--- config.mk ---
export PLATFORM = sky130hd
export DESIGN_NAME = html_text_and_link_extractor
export DESIGN_NICKNAME = d
export VERILOG_FILES = /design/src/rtl/core/htle_pkg.sv /design/src/rtl/core/html_text_and_link_extractor.sv
export SDC_FILE = /design/constraint.sdc
export NUM_CORES = 1
export LEC_CHECK = 0
export BUFFER_PORTS_ARGS = -buffer_cell sky130_fd_sc_hd__buf_4
export CAP_MARGIN = 25
export CELL_PAD_IN_SITES_DETAIL_PLACEMENT = 1
export CELL_PAD_IN_SITES_GLOBAL_PLACEMENT = 1
export CORE_MARGIN = 1
export CORE_UTILIZATION = 50
export DETAILED_ROUTE_END_ITERATION = 16
export PLACE_DENSITY = 0.83
export RECOVER_POWER = 25
export SLEW_MARGIN = 20
export SYNTH_ARGS = -nofsm -noshare
export SYNTH_HDL_FRONTEND = slang
export SYNTH_SLANG_ARGS = --single-unit
export TNS_END_PERCENT = 100
--- constraint.sdc ---
create_clock -name clk -period 7.7 [get_ports clk]
set_clock_uncertainty 0.05 [all_clocks]
set_input_delay 0.77 -clock clk [delete_from_list [all_inputs] [get_ports clk]]
set_output_delay 0.77 -clock clk [all_outputs]
set_load 0.02 [all_outputs]
--- src/rtl/core/htle_pkg.sv ---
// ----------------------------------------------------------------------------
// htle_pkg
// Types, result codes, tag patterns and character helpers for the html text
// and link extractor.
// ----------------------------------------------------------------------------
package htle_pkg;

  typedef struct packed {
    logic [7:0] data_byte;
    logic       end_of_document;
  } doc_item_t;

  typedef struct packed {
    logic [1:0] kind;
    logic [7:0] value;
    logic       last_of_run;
  } res_item_t;

  localparam logic [1:0] KIND_TEXT     = 2'd0;
  localparam logic [1:0] KIND_URL_BYTE = 2'd1;
  localparam logic [1:0] KIND_URL_END  = 2'd2;
  localparam logic [1:0] KIND_DOC_END  = 2'd3;

  // patterns are upper case, first byte at index 0, zero padded
  typedef logic [0:7][7:0] pat_t;

  localparam pat_t PAT_SCRIPT   = {"<SCRIPT", 8'h00};
  localparam pat_t PAT_COMMENT  = {"<!--", 32'h0};
  localparam pat_t PAT_ANCHOR   = {"<A ", 40'h0};
  localparam pat_t PAT_FRAME    = {"<FRAME ", 8'h00};
  localparam pat_t PAT_STYLE    = {"<STYLE", 16'h0};
  localparam pat_t PAT_HREF     = {"HREF=\"", 16'h0};
  localparam pat_t PAT_SRC      = {"SRC=\"", 24'h0};
  localparam pat_t PAT_END_SCR  = "/SCRIPT>";
  localparam pat_t PAT_END_COM  = {"-->", 40'h0};
  localparam pat_t PAT_END_STY  = {"/STYLE>", 8'h00};

  localparam logic [3:0] LEN_SCRIPT  = 4'd7;
  localparam logic [3:0] LEN_COMMENT = 4'd4;
  localparam logic [3:0] LEN_ANCHOR  = 4'd3;
  localparam logic [3:0] LEN_FRAME   = 4'd7;
  localparam logic [3:0] LEN_STYLE   = 4'd6;
  localparam logic [3:0] LEN_HREF    = 4'd6;
  localparam logic [3:0] LEN_SRC     = 4'd5;
  localparam logic [3:0] LEN_END_SCR = 4'd8;
  localparam logic [3:0] LEN_END_COM = 4'd3;
  localparam logic [3:0] LEN_END_STY = 4'd7;

  function automatic logic [7:0] up_ascii(input logic [7:0] c);
    return (c >= "a" && c <= "z") ? c - 8'd32 : c;
  endfunction

  function automatic logic [7:0] down_ascii(input logic [7:0] c);
    return (c >= "A" && c <= "Z") ? c + 8'd32 : c;
  endfunction

  function automatic logic is_blank(input logic [7:0] c);
    return c inside {8'h0a, 8'h0d, 8'h09, 8'h20};
  endfunction

  function automatic logic is_dropped(input logic [7:0] c);
    return c inside {".", ",", ";", ":", "!", "?", "(", ")", "{", "}", "[", "]",
                     "-", "^", "\"", "|", "#", "$", "'", "%"};
  endfunction

  // byte compare of the upper-cased head against the first len pattern bytes
  function automatic logic pat_hit(input pat_t head_up, input pat_t pat,
                                   input logic [3:0] len);
    logic hit;
    hit = 1'b1;
    for (int i = 0; i < 8; i++) begin
      if (i < int'(len) && head_up[i] != pat[i]) begin
        hit = 1'b0;
      end
    end
    return hit;
  endfunction

endpackage

--- src/rtl/core/html_text_and_link_extractor.sv ---
// ----------------------------------------------------------------------------
// html_text_and_link_extractor
// Strips an html byte stream to lower-case text and pulls out quoted link
// targets of anchor and frame tags.
// ----------------------------------------------------------------------------
// One document byte is taken per cycle while doc_stall is low. Bytes fill a
// LOOKAHEAD-byte window; each byte that fills it runs one parse step on the
// window head, which consumes one or more bytes, and gives at most one result,
// registered and shown the cycle after the byte is taken. A byte flagged
// end_of_document stops intake while the window drains: one parse step per
// cycle while the result register is free, for each step the remaining bytes
// need, then the document end result, after which the next document can start;
// res_stall holding the result register delays this.
module html_text_and_link_extractor
  import htle_pkg::*;
#(
  parameter int LOOKAHEAD = 8
) (
  input  logic      clk,
  input  logic      rst,
  input  logic      doc_valid,
  output logic      doc_stall,
  input  doc_item_t doc_item,
  output logic      res_valid,
  input  logic      res_stall,
  output res_item_t res_item
);

  localparam int CW = $clog2(LOOKAHEAD + 1);
  localparam int IW = $clog2(LOOKAHEAD);

  localparam logic [3:0] M_TEXT    = 4'd0;
  localparam logic [3:0] M_TAG     = 4'd1;
  localparam logic [3:0] M_SCRIPT  = 4'd2;
  localparam logic [3:0] M_ANCHOR  = 4'd3;
  localparam logic [3:0] M_HREF    = 4'd4;
  localparam logic [3:0] M_COMMENT = 4'd5;
  localparam logic [3:0] M_FRAME   = 4'd6;
  localparam logic [3:0] M_SRC     = 4'd7;
  localparam logic [3:0] M_STYLE   = 4'd8;
  localparam logic [3:0] M_ENTITY  = 4'd9;

  logic [7:0]    window [LOOKAHEAD];
  logic [7:0]    window_next [LOOKAHEAD];
  logic [CW-1:0] fill, fill_next;
  logic [3:0]    mode, mode_next;
  logic          prev_space, prev_space_next;
  logic          prev_text, prev_text_next;
  logic          drain, drain_next;
  logic          res_valid_next;
  res_item_t     res_item_next;

  logic          doc_accept, out_free, full_now, drain_step, drain_done, load;
  logic [7:0]    win_ins [LOOKAHEAD];
  logic [7:0]    step_win [LOOKAHEAD];
  logic [7:0]    win_shift [LOOKAHEAD];
  logic [CW-1:0] step_cnt;
  pat_t          head_up;
  logic [7:0]    head0;

  logic hit_script, hit_comment, hit_anchor, hit_frame, hit_style;
  logic hit_href, hit_src, hit_end_scr, hit_end_com, hit_end_sty;

  // parse step results
  logic [3:0] k;
  logic [3:0] s_mode;
  logic       s_space, s_text, s_emit;
  logic [1:0] s_kind;
  logic [7:0] s_value;

  assign out_free   = !res_valid || !res_stall;
  assign doc_stall  = drain || (res_valid && res_stall);
  assign doc_accept = doc_valid && !doc_stall;
  assign full_now   = (fill == CW'(LOOKAHEAD - 1));
  assign drain_step = drain && out_free && (fill != '0);
  assign drain_done = drain && out_free && (fill == '0);

  always_comb begin
    for (int i = 0; i < LOOKAHEAD; i++) begin
      win_ins[i] = (CW'(i) == fill) ? doc_item.data_byte : window[i];
      step_win[i] = drain ? window[i] : win_ins[i];
    end
    step_cnt = drain ? fill : CW'(LOOKAHEAD);
    for (int i = 0; i < 8; i++) begin
      head_up[i] = up_ascii(step_win[i]);
    end
    head0 = step_win[0];
  end

  assign hit_script  = pat_hit(head_up, PAT_SCRIPT, LEN_SCRIPT)
                       && (CW'(LEN_SCRIPT) <= step_cnt);
  assign hit_comment = pat_hit(head_up, PAT_COMMENT, LEN_COMMENT)
                       && (CW'(LEN_COMMENT) <= step_cnt);
  assign hit_anchor  = pat_hit(head_up, PAT_ANCHOR, LEN_ANCHOR)
                       && (CW'(LEN_ANCHOR) <= step_cnt);
  assign hit_frame   = pat_hit(head_up, PAT_FRAME, LEN_FRAME)
                       && (CW'(LEN_FRAME) <= step_cnt);
  assign hit_style   = pat_hit(head_up, PAT_STYLE, LEN_STYLE)
                       && (CW'(LEN_STYLE) <= step_cnt);
  assign hit_href    = pat_hit(head_up, PAT_HREF, LEN_HREF)
                       && (CW'(LEN_HREF) <= step_cnt);
  assign hit_src     = pat_hit(head_up, PAT_SRC, LEN_SRC)
                       && (CW'(LEN_SRC) <= step_cnt);
  assign hit_end_scr = pat_hit(head_up, PAT_END_SCR, LEN_END_SCR)
                       && (CW'(LEN_END_SCR) <= step_cnt);
  assign hit_end_com = pat_hit(head_up, PAT_END_COM, LEN_END_COM)
                       && (CW'(LEN_END_COM) <= step_cnt);
  assign hit_end_sty = pat_hit(head_up, PAT_END_STY, LEN_END_STY)
                       && (CW'(LEN_END_STY) <= step_cnt);

  // one parse step on the window head
  always_comb begin
    k       = 4'd1;
    s_mode  = mode;
    s_space = prev_space;
    s_text  = prev_text;
    s_emit  = 1'b0;
    s_kind  = KIND_TEXT;
    s_value = 8'h00;
    case (mode)
      M_TAG: begin
        if (head0 == ">") s_mode = M_TEXT;
      end
      M_ENTITY: begin
        if (head0 == ";") s_mode = M_TEXT;
      end
      M_SCRIPT: begin
        if (hit_end_scr) begin
          s_mode = M_TEXT;
          k      = LEN_END_SCR;
        end
      end
      M_COMMENT: begin
        if (hit_end_com) begin
          s_mode = M_TEXT;
          k      = LEN_END_COM;
        end
      end
      M_STYLE: begin
        if (hit_end_sty) begin
          s_mode = M_TEXT;
          k      = LEN_END_STY;
        end
      end
      M_ANCHOR: begin
        if (hit_href) begin
          s_mode = M_HREF;
          k      = LEN_HREF;
        end else if (head0 == ">") begin
          s_mode = M_TEXT;
        end
      end
      M_FRAME: begin
        if (hit_src) begin
          s_mode = M_SRC;
          k      = LEN_SRC;
        end else if (head0 == ">") begin
          s_mode = M_TEXT;
        end
      end
      M_HREF, M_SRC: begin
        s_emit = 1'b1;
        if (head0 == "\"") begin
          s_mode = (mode == M_HREF) ? M_ANCHOR : M_FRAME;
          s_kind = KIND_URL_END;
        end else begin
          s_kind  = KIND_URL_BYTE;
          s_value = head0;
        end
      end
      default: begin
        if (head0 == "<") begin
          // any tag: space between text and tag
          if (hit_script) begin
            s_mode = M_SCRIPT;
            k      = LEN_SCRIPT;
          end else if (hit_comment) begin
            s_mode = M_COMMENT;
            k      = LEN_COMMENT;
          end else if (hit_anchor) begin
            s_mode = M_ANCHOR;
            k      = LEN_ANCHOR;
          end else if (hit_frame) begin
            s_mode = M_FRAME;
            k      = LEN_FRAME;
          end else if (hit_style) begin
            s_mode = M_STYLE;
            k      = LEN_STYLE;
          end else begin
            s_mode = M_TAG;
          end
          if (prev_text) begin
            s_emit  = 1'b1;
            s_value = " ";
            s_text  = 1'b0;
          end
        end else if (head0 == "&") begin
          s_mode = M_ENTITY;
          s_text = 1'b0;
        end else if (is_blank(head0)) begin
          if (!prev_space) begin
            s_emit  = 1'b1;
            s_value = " ";
          end
          s_space = 1'b1;
          s_text  = 1'b0;
        end else if (!is_dropped(head0)) begin
          s_emit  = 1'b1;
          s_value = down_ascii(head0);
          s_space = 1'b0;
          s_text  = 1'b1;
        end
      end
    endcase
  end

  // drop the consumed bytes from the window head
  always_comb begin
    int j;
    for (int i = 0; i < LOOKAHEAD; i++) begin
      j = i + int'(k);
      if (j < LOOKAHEAD) begin
        win_shift[i] = step_win[IW'(j)];
      end else begin
        win_shift[i] = step_win[i];
      end
    end
  end

  always_comb begin
    window_next     = window;
    fill_next       = fill;
    mode_next       = mode;
    prev_space_next = prev_space;
    prev_text_next  = prev_text;
    drain_next      = drain;
    load            = 1'b0;
    res_item_next   = res_item;

    if (doc_accept) begin
      if (doc_item.end_of_document) begin
        window_next = win_ins;
        fill_next   = fill + CW'(1);
        drain_next  = 1'b1;
      end else if (full_now) begin
        window_next     = win_shift;
        fill_next       = CW'(LOOKAHEAD) - CW'(k);
        mode_next       = s_mode;
        prev_space_next = s_space;
        prev_text_next  = s_text;
        load            = s_emit;
        res_item_next   = '{kind: s_kind, value: s_value, last_of_run: 1'b1};
      end else begin
        window_next = win_ins;
        fill_next   = fill + CW'(1);
      end
    end

    if (drain_step) begin
      window_next     = win_shift;
      fill_next       = fill - CW'(k);
      mode_next       = s_mode;
      prev_space_next = s_space;
      prev_text_next  = s_text;
      load            = s_emit;
      res_item_next   = '{kind: s_kind, value: s_value, last_of_run: 1'b0};
    end

    if (drain_done) begin
      fill_next       = '0;
      mode_next       = M_TEXT;
      prev_space_next = 1'b0;
      prev_text_next  = 1'b0;
      drain_next      = 1'b0;
      load            = 1'b1;
      res_item_next   = '{kind: KIND_DOC_END, value: 8'h00, last_of_run: 1'b1};
    end

    if (!load) begin
      res_item_next = res_item;
    end
    res_valid_next = load ? 1'b1 : (res_stall ? res_valid : 1'b0);
  end

  always_ff @(posedge clk) begin
    window   <= window_next;
    res_item <= res_item_next;
    if (rst) begin
      fill       <= '0;
      mode       <= M_TEXT;
      prev_space <= 1'b0;
      prev_text  <= 1'b0;
      drain      <= 1'b0;
      res_valid  <= 1'b0;
    end else begin
      fill       <= fill_next;
      mode       <= mode_next;
      prev_space <= prev_space_next;
      prev_text  <= prev_text_next;
      drain      <= drain_next;
      res_valid  <= res_valid_next;
    end
  end

  // outside a drain the window never holds a full row
  a_fill_range: assert property (@(posedge clk) disable iff (rst)
    !drain |-> fill < CW'(LOOKAHEAD))
    else $error("window fill out of range outside drain");

  // a document end result closes the run
  a_doc_end_last: assert property (@(posedge clk) disable iff (rst)
    res_valid && res_item.kind == KIND_DOC_END |-> res_item.last_of_run)
    else $error("document end without last_of_run");

  // finishing a drain returns the parser to its reset state
  a_drain_clears: assert property (@(posedge clk) disable iff (rst)
    drain_done |=> !drain && fill == '0 && mode == M_TEXT && !prev_space && !prev_text)
    else $error("parser not cleared after document end");

  // a loaded result is never overwritten while still stalled
  a_no_overrun: assert property (@(posedge clk) disable iff (rst)
    res_valid && res_stall |-> !load)
    else $error("result register overwritten while stalled");

endmodule
; Word-level counts from Yosys, hierarchy flattened
; Cells that the tools add are included.
[op_classes]
n_addsub = 19
order_cmp = 40
n_eq_ne = 83
mux = 194
bitwise = 8
reduce_logical = 45
[op_table]
columns = operator, count
row1 = $mux 8, 54
row2 = $mux 64, 4
row3 = $bmux 8 s3, 8
row4 = $ne 8x7->1 const B, 20
row5 = $eq 8x6->1 const B, 18
row6 = $ne 8x6->1 const B, 16
row7 = $mux 4, 25
row8 = $mux 1, 80
row9 = $ge 8x7->1 const B, 9
row10 = $le 8x7->1 const B, 9
row11 = $sub 8x6->8 const B, 8
row12 = $eq 8x7->1 const B, 6
row13 = $mux 11, 4
row14 = $lt 5x4->1 const B, 7
row15 = $ge 3x4->1 const B, 8
row16 = $pmux 4 s8, 1
row17 = $mux 3, 10
row18 = $eq 8x4->1 const B, 3
row19 = $logic_and 1x1->1, 24
row20 = $not 3->3, 8
row21 = $pmux 4 s6, 1
row22 = $add 3x4->5 const A, 4
row23 = $eq 4x3->1 const B, 5
row24 = $reduce_bool 20->1, 1
row25 = 35 further kinds, 56
[word_totals]
reg_bits = 87
inputBits = 13
out_inout_bits = 13
elab_cells = 406

; Logic depth before layout (Yosys ltp)
[depth]
depth_word = 31
depth_mapped = 27
ltp_nobuf = 22

; Least setup slack after synthesis
; OpenSTA, ideal clock, no wires.
[synth_path]
path_kind = register to register
from = register fill[1]
to = register window[50] (netlist name), data pin
t_arrival_ns = 6.198
t_required_ns = 7.383
setup_slack_ns = 1.185
stages_incl_launch_ff = 26
cell_sequence = dfxtp_1 -> inv_1 -> ha_1 -> or4b_1 -> buf_2 -> buf_1 -> mux2i_1 -> ha_1 -> nor4b_1 -> nand2_1 -> o211ai_1 -> o2111ai_1 -> nor4_2 -> a21oi_1 -> a21oi_2 -> nand2_2 -> buf_6 -> buf_4 -> buf_2 -> ha_1 -> clkbuf_1 -> clkbuf_1 -> clkbuf_1 -> mux4_2 -> nand3_1 -> o211ai_1
[synth_lines]
columns = item, line_no
row1 = start: declaration, html_text_and_link_extractor.sv:45  ; logic [CW-1:0] fill, fill_next;
row2 = start signal: assignment, html_text_and_link_extractor.sv:296  ; fill <= fill_next;
row3 = end signal: assignment, html_text_and_link_extractor.sv:286  ; window <= window_next;
row4 = end: declaration, html_text_and_link_extractor.sv:43  ; logic [7:0] window [LOOKAHEAD];

==> flow_summary.yaml <==
status:
  status: "finished with violations"
  failed_checks: "max-capacitance violations, max-slew violations"
global_routing:
  grt_max_degree: 58
  antenna_found_initial: 4
  grt_use_total_pct: 52.82
  grt_pass1_vias: 12720
  overflow: 0
  grt_pass1_wl_um: 89150
yosys:
  synthDistinctLibCells: 105
  synthCells: 1396
  yosys_register_bits: 87
  synth.avg_cell_area_sq_um: 8.191
  syn-num-nets: 1434
  synth-edff-count: 75
  yosysSeqAreaShare_pct: 21.80
  syn-cell-area_sq_mm: 0.01143
  async_flop_share_pct: 0
  synth_ff_type: "edfxtp_1"
  ys_warn_count: 0
route:
  drtIter0Drc: 2164
  dr_total_vias: 13370
  dr_wl_met3_um: 9834
  dr.pass1.iters: 8
  wl_met2_um: 24760
  detail-route-antenna-nets: 0
  routed.top_layer: "met5"
  avgRoutedWirePerCell_um: 37.52
  wl_met1_um: 22550
  drc_errors: 0
  via_per_inst: 8.008
  drt_wl_total_um: 62620
setup_path:
  timing.rr.end: "window[19]"
  cp_slowest_cell: "mux2i_1"
  end_kind: "flop"
  critPathMaxStageDelay_ns: 0.74
  required_ns: 7.75
  cp.arrival_ns: 7.43
  cp_max_fo: 12
  path_cells: "ha_1 -> nand4bb_1 -> mux2i_1 -> ha_1 -> or4b_2 -> nor3_1 -> nor3_1 -> nor3_1 -> a31oi_1 -> o221ai_1 -> nor3b_1 -> buf_4 -> inv_1 -> ha_1 -> clkinv_1 -> or4_1 -> a211oi_1 -> nor4_1"
  critPathLaunch: "fill[1]"
  reg2reg_setup_slack_ns: 0.33
  crit_cells: 18
  crit_family: "simple AND/OR/NAND/NOR gates"
  reg2reg_depth: 18
  critical_path_class: "flop to flop"
  worst-path-buf-inv: 3
  r2r_start: "fill[1]"
  crit_end: "window[19]"
  cp-start-kind: "flop"
run:
  drv_cap: 1
finish:
  layout.cells.non_filler: 1669
  ff_latch_area_sq_mm: 0.002492
  nFillCells: 2682
  final_area_sq_mm: 0.01208
  drive_above_1_share_pct: 13.34
  final_cell_mix: "nand2_1, mux2i_1, nor2_1"
  nets: 1420
  multi_input_area_sq_mm: 0.008242
  final_common_cell: "nand2_1"
  area_growth_pct: 5.657
clock_tree:
  cts_tree: "yes"
  clock_path_buffers: 2
  cts.htree.levels: 3
  cts_buffers: 9
  ctsRootBufferMaster: "clkbuf_16"
  clk_pin_slew_ns: 0.08
  clk_latency_ns: 0.37
  clock_sinks: 87
  postCtsHoldBufs: 0
timing:
  finalSetupViolCount: 0
  hold_violations: 0
  final_max_slew_viol_count: 58
  period_minus_slack_ns: 7.373
  rsz0062_at_grt: "no"
  setup_ws_ns: 0.3267
  post-route-period-util_pct: 95.76
  tightestPinTransition_ns: 3.276
  fin_setup_tns_ns: 0
  slew_headroom_pct: -118.4
  fmax_ghz: 0.1356
floorplanning:
  start_util_pct: 51.76
  die_w_um: 153.2
  dieHeight_um: 153.2
  ios: 26
  coreArea_sq_mm: 0.02209
  rows: 54
  die-area_sq_mm: 0.02348
worst_hold_path:
  hp-class: "flop to flop"
place:
  placed_area_sq_mm: 0.01183
  io_buffers: 25
  post-place-ws_ns: 0.6153
  dp_hpwl_um: 47680
  dp.cells: 1650
  gp_congestion: 1.108
power_and_ir_drop:
  ir_worst_vdd_mv: 0.1920
  p_leak_uw: 0.004491
  power_density_mw_per_mm2: 260.6
-- routing by layer --
metal,up-vias,global-route usage (%)
li1,5354,-
met2,1220,74.95
met1,6440,64.91
met3,348,20.87
met4,4,36.99
met5,-,2.899
-- synth_stat cells (13+ instances only) --
library cell    n  area (sq um)
o22ai_1        15         93.84
mux4_2         21         473.0
nor2_1        109         409.1
mux2i_1       123          1231
a22oi_1        18         135.1
clkbuf_1       63         236.5
nand2_1       151         566.8
edfxtp_1       75          2252
o211ai_1       21         157.7
a21oi_1        97         485.5
or4_1          16         120.1
o21ai_0        62         310.3
or3_1          17         106.4
inv_1          41         153.9
buf_2          13         65.06
nand2b_1       20         125.1
nor4_1         21         131.4
ha_1           24         300.3
a31oi_1        14         87.58
mux2_2         35         394.1
nand4_1        26         162.7
nor3_1         44         220.2
nor2b_1        19         118.9
nand3_1        53         265.3
-- how the worst min path moves through the flow --
stage                          start         end  cells past startpoint
after detailed placement   prev_text   prev_text                      2
after global placement     prev_text   prev_text                      2
final                     prev_space  prev_space                      2
after floorplan            prev_text   prev_text                      2
after global routing       prev_text   prev_text                      2
after CTS                 prev_space  prev_space                      2
-- sequential cells by signal, indices dropped and copies added (netlist names) --
name	count
window	64
res_item	11
fill	4
mode	4
drain	1
prev_space	1
prev_text	1
res_valid	1
-- power breakdown --
part           switching [uW]  internal [uW]
combinational            1200            571
clock                     233            257
sequential                200            686
total                    1640           1510
-- area by class of cell --
cell class	instances	share of cell area, %
tap	280	2.900
sequential	87	20.63
inverter	47	1.471
clock buffer	9	1.864
clock inverter	7	0.6524
antenna	2	0.04142
timing repair buffer	77	4.225
multi-input combinational	1160	68.22
-- stage by stage --
stage / utilization [%] / hold slack [ns] / power (uW)
final: 54.68 / 0.4223 / 3149
after global routing: 54.66 / 0.4500 / 3187
after CTS: 54.93 / 0.4298 / 3013
after detailed placement: 53.56 / 0.4187 / 2525
after global placement: 53.56 / 0.3985 / 2483
after floorplan: - / 0.3866 / 1846
-- cells by family (layout without fill, tap and decap cells) --
| kind of cell | after synthesis | in the layout | share of synthesized area, % |
|---|---|---|---|
| simple gates | 563 | 563 | 26.24 |
| flops | 87 | 87 | 21.80 |
| other cells | 0 | 2 | 0 |
| compound gates | 376 | 376 | 22.89 |
| xor+xnor | 11 | 11 | 0.8425 |
| fa+ha+maj | 25 | 25 | 2.801 |
| mux | 185 | 185 | 19.24 |
| buf+inv | 149 | 140 | 6.193 |
-- worst min-delay path, delay by kind of cell (launching register included) --
kind | cells | cell delay, ns
DFF | 1 | 0.31
AOI/OAI and AO/OA | 2 | 0.12
-- timing repair --
| item | 4_1_cts | 5_1_grt |
|---|---|---|
| endpoints found under the hold margin | 0 | 0 |
| gates resized for setup | 0 | 1 |
| setup endpoints to repair | 0 | 3 |
| buffers inserted | 0 | 0 |
No activity file was read; power rests on OpenSTA's default activity.
